--- config.mk ---
export PLATFORM = sky130hd
export DESIGN_NAME = urgency_priority_queue
export DESIGN_NICKNAME = d
export VERILOG_FILES = /design/src/hdl/upq_pkg.sv /design/src/hdl/upq_ram.sv /design/src/hdl/urgency_priority_queue.sv
export SDC_FILE = /design/constraint.sdc
export NUM_CORES = 1
export LEC_CHECK = 0
export CAP_MARGIN = 30
export CORE_MARGIN = 3
export CORE_UTILIZATION = 40
export DETAILED_ROUTE_END_ITERATION = 6
export DONT_BUFFER_PORTS = 1
export SYNTH_ARGS = -nofsm -noshare
export SYNTH_HDL_FRONTEND = slang
export SYNTH_SLANG_ARGS = --single-unit
export TNS_END_PERCENT = 5
--- constraint.sdc ---
create_clock -name clk -period 4.65 [get_ports clk]
set_input_delay 0.2325 -clock clk [delete_from_list [all_inputs] [get_ports clk]]
set_output_delay 0.2325 -clock clk [all_outputs]
set_load 0.02 [all_outputs]
--- src/hdl/upq_pkg.sv ---
package upq_pkg;

    // Operation codes carried in the input tuser field.
    typedef enum logic [1:0] {
        FUNC_ENQUEUE = 2'd0,
        FUNC_DEQUEUE = 2'd1,
        FUNC_REMOVE  = 2'd2,
        FUNC_NOP     = 2'd3
    } func_t;

    // Result status codes.
    typedef enum logic [2:0] {
        ST_OK      = 3'd0,
        ST_EMPTY   = 3'd1,
        ST_NOMATCH = 3'd2,
        ST_BADURG  = 3'd3,
        ST_FULL    = 3'd4
    } status_t;

    // Sequencer states.
    typedef enum logic [2:0] {
        S_IDLE,
        S_SCAN_RD,
        S_SCAN_CHK,
        S_UP_RD,
        S_UP_WR,
        S_DN_RD,
        S_DN_WR,
        S_RESP
    } state_t;

    localparam int ID_W  = 16;
    localparam int ORG_W = 4;
    localparam int URG_W = 3;
    localparam int OCC_W = 6;

    localparam logic [URG_W-1:0] URG_MIN = 3'd1;
    localparam logic [URG_W-1:0] URG_MAX = 3'd5;

    // One stored entry of the queue.
    typedef struct packed {
        logic [URG_W-1:0] urg;
        logic [ORG_W-1:0] organ;
        logic [ID_W-1:0]  id;
    } entry_t;

endpackage

--- src/hdl/upq_ram.sv ---
module upq_ram
    import upq_pkg::*;
#(
    parameter int DEPTH = 32,
    parameter int AW    = 5
)
(
    input  logic          clk,
    input  logic          we,
    input  logic [AW-1:0] waddr,
    input  entry_t        wdata,
    input  logic [AW-1:0] raddr,
    output entry_t        rdata
);

    entry_t mem [DEPTH];
    entry_t rdata_reg;

    // Single write port.
    always_ff @(posedge clk)
    begin
        if (we)
        begin
            mem[waddr] <= wdata;
        end
    end

    // Registered read port.
    always_ff @(posedge clk)
    begin
        rdata_reg <= mem[raddr];
    end

    assign rdata = rdata_reg;

endmodule

--- src/hdl/urgency_priority_queue.sv ---
// Bounded priority queue of up to CAPACITY entries, kept in service order in an
// entry memory with one read and one write port (highest urgency first, first
// come first within a level). Each input item is one operation: enqueue, dequeue
// the first entry with a matching organ, or remove the first entry with a
// matching id; each item yields exactly one result item with status, the removed
// entry and the occupancy. The block handles one item at a time and holds
// s_tready low while it works. Every step of the search and of the shift that
// opens or closes a gap is one read of the entry memory followed by a compare or
// a write back. Rejected items (bad urgency, full, empty) and the unused code go
// straight to the result. A result that is not taken yet holds the sequencer in
// its last state. The memory needs no clearing after reset, since only entries
// below the count are ever used.
module urgency_priority_queue
    import upq_pkg::*;
#(
    parameter int CAPACITY = 32
)
(
    input  logic        clk,
    input  logic        rst_n,
    input  logic        s_tvalid,
    output logic        s_tready,
    // Fields from bit 0: patient_id[15:0], organ_code[19:16], urgency[22:20], zero pad.
    input  logic [23:0] s_tdata,
    // Fields from bit 0: func[1:0].
    input  logic [1:0]  s_tuser,
    output logic        m_tvalid,
    input  logic        m_tready,
    // Fields from bit 0: status[2:0], removed_id[18:3], removed_organ[22:19],
    // removed_urgency[25:23], occupancy[31:26].
    output logic [31:0] m_tdata
);

    localparam int AW = (CAPACITY > 1) ? $clog2(CAPACITY) : 1;
    localparam int CW = $clog2(CAPACITY + 1);
    localparam logic [CW-1:0] CAP_C = CW'(CAPACITY);

    state_t           state_reg, state_next;
    func_t            func_reg, func_next;
    entry_t           req_reg, req_next;
    entry_t           rem_reg, rem_next;
    status_t          status_reg, status_next;
    logic [CW-1:0]    count_reg, count_next;
    logic [CW-1:0]    ptr_reg, ptr_next;
    logic [CW-1:0]    pos_reg, pos_next;
    logic             m_tvalid_reg, m_tvalid_next;
    logic [31:0]      m_tdata_reg, m_tdata_next;

    logic             ram_we;
    logic [AW-1:0]    ram_waddr;
    entry_t           ram_wdata;
    logic [AW-1:0]    ram_raddr;
    entry_t           ram_rdata;

    logic             in_fire;
    logic             cmp_hit;
    logic [CW-1:0]    ptr_dec;
    logic [CW-1:0]    ptr_inc;
    entry_t           in_entry;

    upq_ram #(
        .DEPTH (CAPACITY),
        .AW    (AW)
    ) u_ram (
        .clk   (clk),
        .we    (ram_we),
        .waddr (ram_waddr),
        .wdata (ram_wdata),
        .raddr (ram_raddr),
        .rdata (ram_rdata)
    );

    assign s_tready = (state_reg == S_IDLE);
    assign in_fire  = s_tvalid && s_tready;
    assign m_tvalid = m_tvalid_reg;
    assign m_tdata  = m_tdata_reg;

    assign in_entry.id    = s_tdata[15:0];
    assign in_entry.organ = s_tdata[19:16];
    assign in_entry.urg   = s_tdata[22:20];

    assign ptr_dec = ptr_reg - CW'(1);
    assign ptr_inc = ptr_reg + CW'(1);

    // Shared compare unit: insertion point for enqueue, match for the others.
    always_comb
    begin
        case (func_reg)
            FUNC_ENQUEUE: cmp_hit = (ram_rdata.urg < req_reg.urg);
            FUNC_DEQUEUE: cmp_hit = (ram_rdata.organ == req_reg.organ);
            FUNC_REMOVE:  cmp_hit = (ram_rdata.id == req_reg.id);
            default:      cmp_hit = 1'b0;
        endcase
    end

    // Sequencer registers.
    always_ff @(posedge clk or negedge rst_n)
    begin
        if (!rst_n)
        begin
            state_reg    <= S_IDLE;
            count_reg    <= '0;
            m_tvalid_reg <= 1'b0;
        end
        else
        begin
            state_reg    <= state_next;
            count_reg    <= count_next;
            m_tvalid_reg <= m_tvalid_next;
        end
    end

    // Payload registers.
    always_ff @(posedge clk)
    begin
        func_reg    <= func_next;
        req_reg     <= req_next;
        rem_reg     <= rem_next;
        status_reg  <= status_next;
        ptr_reg     <= ptr_next;
        pos_reg     <= pos_next;
        m_tdata_reg <= m_tdata_next;
    end

    // Next state and memory control.
    always_comb
    begin
        state_next    = state_reg;
        func_next     = func_reg;
        req_next      = req_reg;
        rem_next      = rem_reg;
        status_next   = status_reg;
        count_next    = count_reg;
        ptr_next      = ptr_reg;
        pos_next      = pos_reg;
        m_tvalid_next = m_tvalid_reg;
        m_tdata_next  = m_tdata_reg;
        ram_we        = 1'b0;
        ram_waddr     = ptr_reg[AW-1:0];
        ram_wdata     = ram_rdata;
        ram_raddr     = ptr_reg[AW-1:0];

        // The result leaves the output register when taken.
        if (m_tvalid_reg && m_tready)
        begin
            m_tvalid_next = 1'b0;
        end

        case (state_reg)
            S_IDLE:
            begin
                if (in_fire)
                begin
                    func_next   = func_t'(s_tuser);
                    req_next    = in_entry;
                    rem_next    = '0;
                    status_next = ST_OK;
                    ptr_next    = '0;
                    state_next  = S_RESP;
                    case (func_t'(s_tuser))
                        FUNC_ENQUEUE:
                        begin
                            if (in_entry.urg < URG_MIN || in_entry.urg > URG_MAX)
                            begin
                                status_next = ST_BADURG;
                            end
                            else if (count_reg >= CAP_C)
                            begin
                                status_next = ST_FULL;
                            end
                            else
                            begin
                                state_next = S_SCAN_RD;
                            end
                        end
                        FUNC_DEQUEUE, FUNC_REMOVE:
                        begin
                            if (count_reg == '0)
                            begin
                                status_next = ST_EMPTY;
                            end
                            else
                            begin
                                state_next = S_SCAN_RD;
                            end
                        end
                        default:
                        begin
                            status_next = ST_OK;
                        end
                    endcase
                end
            end

            // Search: issue a read, or end at the tail.
            S_SCAN_RD:
            begin
                if (ptr_reg == count_reg)
                begin
                    if (func_reg == FUNC_ENQUEUE)
                    begin
                        pos_next   = ptr_reg;
                        state_next = S_UP_RD;
                    end
                    else
                    begin
                        status_next = ST_NOMATCH;
                        state_next  = S_RESP;
                    end
                end
                else
                begin
                    state_next = S_SCAN_CHK;
                end
            end

            S_SCAN_CHK:
            begin
                if (cmp_hit)
                begin
                    pos_next = ptr_reg;
                    if (func_reg == FUNC_ENQUEUE)
                    begin
                        ptr_next   = count_reg;
                        state_next = S_UP_RD;
                    end
                    else
                    begin
                        rem_next   = ram_rdata;
                        ptr_next   = ptr_inc;
                        state_next = S_DN_RD;
                    end
                end
                else
                begin
                    ptr_next   = ptr_inc;
                    state_next = S_SCAN_RD;
                end
            end

            // Open a gap at the insertion point, moving entries up from the tail.
            S_UP_RD:
            begin
                if (ptr_reg == pos_reg)
                begin
                    ram_we      = 1'b1;
                    ram_waddr   = pos_reg[AW-1:0];
                    ram_wdata   = req_reg;
                    count_next  = count_reg + CW'(1);
                    status_next = ST_OK;
                    state_next  = S_RESP;
                end
                else
                begin
                    ram_raddr  = ptr_dec[AW-1:0];
                    state_next = S_UP_WR;
                end
            end

            S_UP_WR:
            begin
                ram_we     = 1'b1;
                ram_waddr  = ptr_reg[AW-1:0];
                ptr_next   = ptr_dec;
                state_next = S_UP_RD;
            end

            // Close the gap left by a removed entry.
            S_DN_RD:
            begin
                if (ptr_reg == count_reg)
                begin
                    count_next  = count_reg - CW'(1);
                    status_next = ST_OK;
                    state_next  = S_RESP;
                end
                else
                begin
                    state_next = S_DN_WR;
                end
            end

            S_DN_WR:
            begin
                ram_we     = 1'b1;
                ram_waddr  = ptr_dec[AW-1:0];
                ptr_next   = ptr_inc;
                state_next = S_DN_RD;
            end

            // Hand the result to the output register once it is free.
            S_RESP:
            begin
                if (!m_tvalid_reg || m_tready)
                begin
                    m_tvalid_next = 1'b1;
                    m_tdata_next  = {OCC_W'(count_reg), rem_reg.urg, rem_reg.organ,
                                     rem_reg.id, status_reg};
                    state_next    = S_IDLE;
                end
            end

            default:
            begin
                state_next = S_IDLE;
            end
        endcase
    end

    // The entry count never goes past the capacity.
    assert property (@(posedge clk) disable iff (!rst_n) count_reg <= CAP_C)
        else $error("entry count exceeds capacity");

    // The count moves only when an insertion or a removal completes.
    assert property (@(posedge clk) disable iff (!rst_n)
        (state_reg != S_UP_RD && state_reg != S_DN_RD) |=> $stable(count_reg))
        else $error("entry count changed outside an insert or remove");

    // A reported removal always carries an ok status and a legal urgency.
    assert property (@(posedge clk) disable iff (!rst_n)
        (m_tvalid && m_tdata[25:23] != 3'd0) |->
            (m_tdata[2:0] == ST_OK && m_tdata[25:23] <= URG_MAX))
        else $error("removed entry reported with bad status or urgency");

    // The memory is written only while an operation is shifting or inserting.
    assert property (@(posedge clk) disable iff (!rst_n)
        ram_we |-> (state_reg == S_UP_RD || state_reg == S_UP_WR || state_reg == S_DN_WR))
        else $error("entry memory written outside a shift");

endmodule

---- After elaboration in Yosys (flattened, before gate mapping) ----
Memories as Yosys holds them, arrays and structs flattened. A register that Yosys moved wholly into a read port is not among the register bits.
Index checks and enable logic that the tools add are counted.
storage, ports and cells
  register bits after elaboration ......... 105
  RAM bits ................................ 736
  output and inout port bits .............. 34
  logic and storage cells ................. 123
  memories ................................ 1
cells by class
  add/sub/neg operators ................... 4
  magnitude comparators ................... 4
  eq/ne operators ......................... 24
  mux-type cells .......................... 52
  reductions and logical operators ........ 24
memory list
  name       depth  bits a word  read ports  clocked after Yosys merged registers in  wr ports  RTL line       source
  u_ram.mem  32     23           1           1                                        1         upq_ram.sv:16  entry_t mem [DEPTH];
operators with widths
  kind                   count
  $mux W23               5
  $mux W3                16
  $mux W6                8
  $pmux W23 S2           1
  $pmux W3 S8            1
  $pmux W6 S2            2
  $pmux W6 S4            1
  $eq A16 B16 Y1         1
  $ne A2 B2 Y1 const B   8
  $mux W5                3
  $add A6 B1 Y6 const B  2
  $eq A3 B3 Y1 const B   4
  $eq A6 B6 Y1           2
  $pmux W3 S2            2
  $pmux W3 S4            1
  $sub A6 B1 Y6 const B  2
  $pmux W5 S2            1
  $mux W1                8
  $reduce_and A2 Y1      4
  $reduce_and A4 Y1      2
  $reduce_bool A4 Y1     2
  $eq A3 B2 Y1 const B   2
  $ge A6 B6 Y1 const B   1
  $logic_not A6 Y1       1
  20 further kinds       28

---- Depth between registers and ports, before layout ----
  depth after elaboration ................. 6
  mapped depth ............................ 12

---- Modules after synthesis ----
A second synthesis with hierarchy kept.
second synthesis, totals
  cell total of the unflattened synthesis .. 2,013
  area total of the unflattened synthesis .. 34,375.5 µm²
by module, submodules not included
  module                  instances  cells each  area an instance (µm²)  sequential area each (µm²)
  upq_ram                 1          1,619       29,243.0                22,561.6
  urgency_priority_queue  1          394         5,132.4                 3,103.0

---- Least setup slack after synthesis ----
No wires, ideal clock.
  path kind ............................... reg-to-reg
  start point ............................. reg ptr_reg[2]
  end point ............................... mem u_ram.mem[8][0] in the netlist's numbering, enable pin
  setup time .............................. 0.403 ns
  data arrival time ....................... 3.321 ns
  slack ................................... 0.926 ns
  cell stages (with the launch flop) ...... 9
  path buffers ............................ 1
  clock period less this slack ............ 3.724 ns
  cells stage by stage .................... edfxtp_1 > xor2_1 > nor4_4 > a21o_2 > nand3_2 > a221o_1 > or3_1 > buf_2 > nor2_1
between the ends
  cells in the longest elaborated chain, start to end .. 5
  elaborated cells on any way between the ends .. 8
  classes of those cells .................. add/sub: 1; eq/ne: 1; mux: 6
ends and longest elaborated chain
  element                        RTL line                       source
  from (decl)                    urgency_priority_queue.sv:44   logic [CW-1:0] ptr_reg, ptr_next;
  from (signal assigned)         urgency_priority_queue.sv:120  ptr_reg <= ptr_next;
  $eq A6 B6 Y1                   urgency_priority_queue.sv:244  if (ptr_reg == pos_reg)
  $mux W1                        urgency_priority_queue.sv:244
  $pmux W1 S2                    urgency_priority_queue.sv:149  case (state_reg)
  $mux W1                        upq_ram.sv:22                  if (we)
  $mux W1 (implied by the code)  upq_ram.sv:24                  mem[waddr] <= wdata;
  to (decl)                      upq_ram.sv:16
Parallel ways exist; a longest one is shown, timed or not.

---- Worst setup path after layout ----
  start point ............................. reg ptr_reg[0]
  end point ............................... reg u_ram.rdata[16] (netlist name)
between the ends
  cells in the longest elaborated chain, start to end .. 3
  elaborated cells on any way between the ends .. 4
  classes of those cells .................. add/sub: 1; eq/ne: 1; mux: 2
ends and longest elaborated chain
  element                                               RTL line
  $sub A6 B1 Y6 / $eq A6 B6 Y1 (equally long branches)  urgency_priority_queue.sv:82, urgency_priority_queue.sv:244
  $mux W5                                               urgency_priority_queue.sv:244
  $mux W5 (*)                                           urgency_priority_queue.sv:149
Mark *: on every way between the ends. The rest lies on a longest branch, timed or not.
A chain may end at the register's enable or synchronous reset.

==> flow_summary.toml <==
[pwr]
cellPowerDensity_nw_per_um2 = 704
cell_leakage_power_nw = 12.4
finalPower_mw = 27.8
ir_worst_vdd_uv = 522

[route]
initialDrtViolationCount = 2363
detailroute.via_count = 22424
postRouteAntennaNets = 0
vias_per_cell = 6.08
drt_drc_violations_left = 0
routed-wl-met2_mm = 44.1
drt-pass1-iter-count = 5
top_layer = "met4"
average_wire_per_standard_cell_um = 25.3
wl_met1_mm = 38.6
routed-wl-met3_mm = 8.33
wl_mm = 93.2

[synth]
synth_most_common_cell = "sky130_fd_sc_hd__edfxtp_1"
mapped_area_um2 = 34500
synthFlopType = "sky130_fd_sc_hd__edfxtp_1"
synthesized_area_divided_by_synthesized_cell_count_um2 = 14.0
seq_area_frac_synth = 0.744
synth-seq-cells = 864
synth_enable_flop_cells = 831
post-synth-top-area-cell = "sky130_fd_sc_hd__edfxtp_1"
ys_async_sr_fraction = 0.0116
syn_inst = 2467
synth_nets = 2508
synth_top_area_share = 0.723
ys_top_cells_by_area = "sky130_fd_sc_hd__edfxtp_1, sky130_fd_sc_hd__a21oi_1, sky130_fd_sc_hd__nor4_1, sky130_fd_sc_hd__o22ai_1, sky130_fd_sc_hd__dfxtp_1"
netlist_top_cells_count = "sky130_fd_sc_hd__edfxtp_1, sky130_fd_sc_hd__a21oi_1, sky130_fd_sc_hd__nor4_1"
synth.yosys.warnings = 0
synth_cell_type_count = 56

[floorplanning]
die_w_um = 300
design.core.area_um2 = 85400
placement_rows = 107
ioPinCount = 64
die_h_um = 300
initial_utilization = 0.404
total_die_area_um2 = 89800

[timing]
rsz0062_at_grt = "no"
postLayoutSetupSlackWorst_ps = 707
worst_slew_slack_as_a_fraction_of_its_limit = 0.369
hold_viol_final = 0
period_needed_ps = 3940
max_clock_freq_ghz = 0.254
finalCritPeriodShare = 0.848
whs_ps = 89.8
max_slew.worst_pin.slew_ps = 939
finalSetupViolations = 0
fin_tns_setup_ps = 0
fin_worst_skew_ps = 22.3
timing.final.max_slew_violations = 0

[job]
max_cap_violations = 0

[clock_network]
clock_sink_count = 864
clock_root_buffer = "sky130_fd_sc_hd__clkbuf_16"
cts_htree_levels = 3
clk_latency_ps = 640
cts-buffers-inserted = 86
cts.path.max_buffers = 3
clkTransAtPathRegs_ps = 60
cts_tree = "done"
post_cts_resized = 0

[global_routing]
first_global_vias = 21969
antenna_found_initial = 0
pin_count_of_the_biggest_net_entering_global_routing = 92
grt_use_total = 0.203
grt_first_pass_wirelength_mm = 139
grt_remaining_overflow = 0

[layout]
largest_register_ff_count = 736
drive_gt1_frac = 0.118
stdcell_count = 3689
finalNetCount = 2515
flow.area_growth_from_synthesis_pct = 14.4
antenna_cells_inserted = 0

[placement]
dp_slack_ps = 833
post-place-cells = 3501
hpwl_mm = 51.7
routabilityCongestion = 0.811
io_buffer_count = 0

[worst_setup_path]
reg2reg_from = "ptr_reg[0]"
cp_cell_sequence = "inv_1 > ha_1 > inv_1 > nor3_1 > a32oi_4 > buf_12 > a21oi_1 > nor4_1 > o22ai_1 > nor4_1"
critPathMaxStageDelay_ps = 630
critPathRequiredTime_ps = 5160
timing_worst_setup_path_type = "flip-flop to flip-flop"
timing.critical_path.from = "ptr_reg[0]"
critPathLaunchType = "flip-flop"
worstPathMaxFanout = 73
worst-endpoint-arrival_ps = 4450
timing.reg2reg.setup_slack_ps = 710
worst_r2r_path_depth = 10
critPathCaptureType = "flip-flop"
cpMaxStageDelayCell = "sky130_fd_sc_hd__edfxtp_1"

[hold_path]
tightest_hold_check_type = "input pin to flip-flop"
number_of_cells_traversed_by_the_worst_hold_path = 3
hold_path.startpoint = "s_tdata[20]"

[run_status]
run_status = "completed"
-- repair_timing --
item,CTS,global route
setup buffers,0,0
endpoints found under the hold margin,42,0
hold buffers,29,0
-- cells by family (layout without fill, tap and decap cells) --
logic type	after synthesis	in the layout	share of synthesized area
simple gates	386	386	0.0636
compound gates	908	908	0.140
mux	29	29	0.00921
fa+ha+maj	11	11	0.00421
buf+inv	223	301	0.0274
flops	864	864	0.744
xor+xnor	46	46	0.0117
-- area by class of cell --
| cell class | count | area, µm² |
|---|---|---|
| flip-flops and latches | 864 | 25700 |
| inverters | 17 | 63.8 |
| clock buffers | 107 | 2310 |
| fillers | 7413 | 45900 |
| multi-input cells | 1380 | 8130 |
| well taps | 1144 | 1430 |
| repair buffers | 125 | 1410 |
| clock inverters | 52 | 484 |
-- per-layer routing --
| metal | GRT usage | vias to the layer above |
|---|---|---|
| li1 | - | 9770 |
| met1 | 0.283 | 11303 |
| met2 | 0.319 | 1167 |
| met3 | 0.0392 | 184 |
| met4 | 0.0728 | 0 |
| met5 | 0 | - |
-- cell usage in the layout (no fill, tap or decap), drive strengths merged, types with 6 or more instances in the layout --
| master | count |
|---|---|
| dfrtp | 10 |
| mux2 | 22 |
| a21o | 7 |
| nand2b | 6 |
| dfxtp | 23 |
| or3 | 9 |
| o22ai | 95 |
| clkbuf | 107 |
| mux2i | 7 |
| buf | 96 |
| nor2b | 7 |
| bufinv | 8 |
| o21ai | 14 |
| nand3 | 8 |
| edfxtp | 831 |
| nor2 | 61 |
| inv | 19 |
| nand2 | 29 |
| clkinv | 38 |
| a21oi | 754 |
| ha | 10 |
| nor4 | 216 |
| xor2 | 32 |
| a22oi | 8 |
| and3 | 24 |
| nor3 | 12 |
| dlygate4sd3 | 29 |
| xnor2 | 14 |
-- path summary, 6_finish.rpt --
| kind | end |
|---|---|
| max in group asynchronous | count_reg[2] |
| max reg2reg | u_ram.rdata[16] |
| min | status_reg[1] |
| min in group asynchronous | state_reg[0] |
| min reg2reg | m_tdata[22] |
| max | u_ram.rdata[16] |
-- worst max-delay path: cells and delay by family, from the launching register on --
| kind | cells | cell delay (ps) |
|---|---|---|
| and+or+nand+nor | 3 | 1010 |
| AOI/OAI and AO/OA | 3 | 900 |
| buffers and inverters | 3 | 770 |
| adders and majority gates | 1 | 430 |
| DFF | 1 | 630 |
-- power by group --
group | switching, mW | leakage, nW | internal, mW
clock | 2.86 | 1.37 | 3.98
combinational | 6.99 | 3.27 | 3.22
sequential | 0.489 | 7.76 | 10.3
-- stage by stage --
step | instance area (µm²) | util
2_1_floorplan | 34500 | -
3_3_place_gp | 36400 | 0.426
3_5_place_dp | 36400 | 0.426
4_1_cts | 39500 | 0.462
5_1_grt | 39500 | 0.462
6_report | 39500 | 0.462
Note: power is estimated with default switching activity, not from simulation.
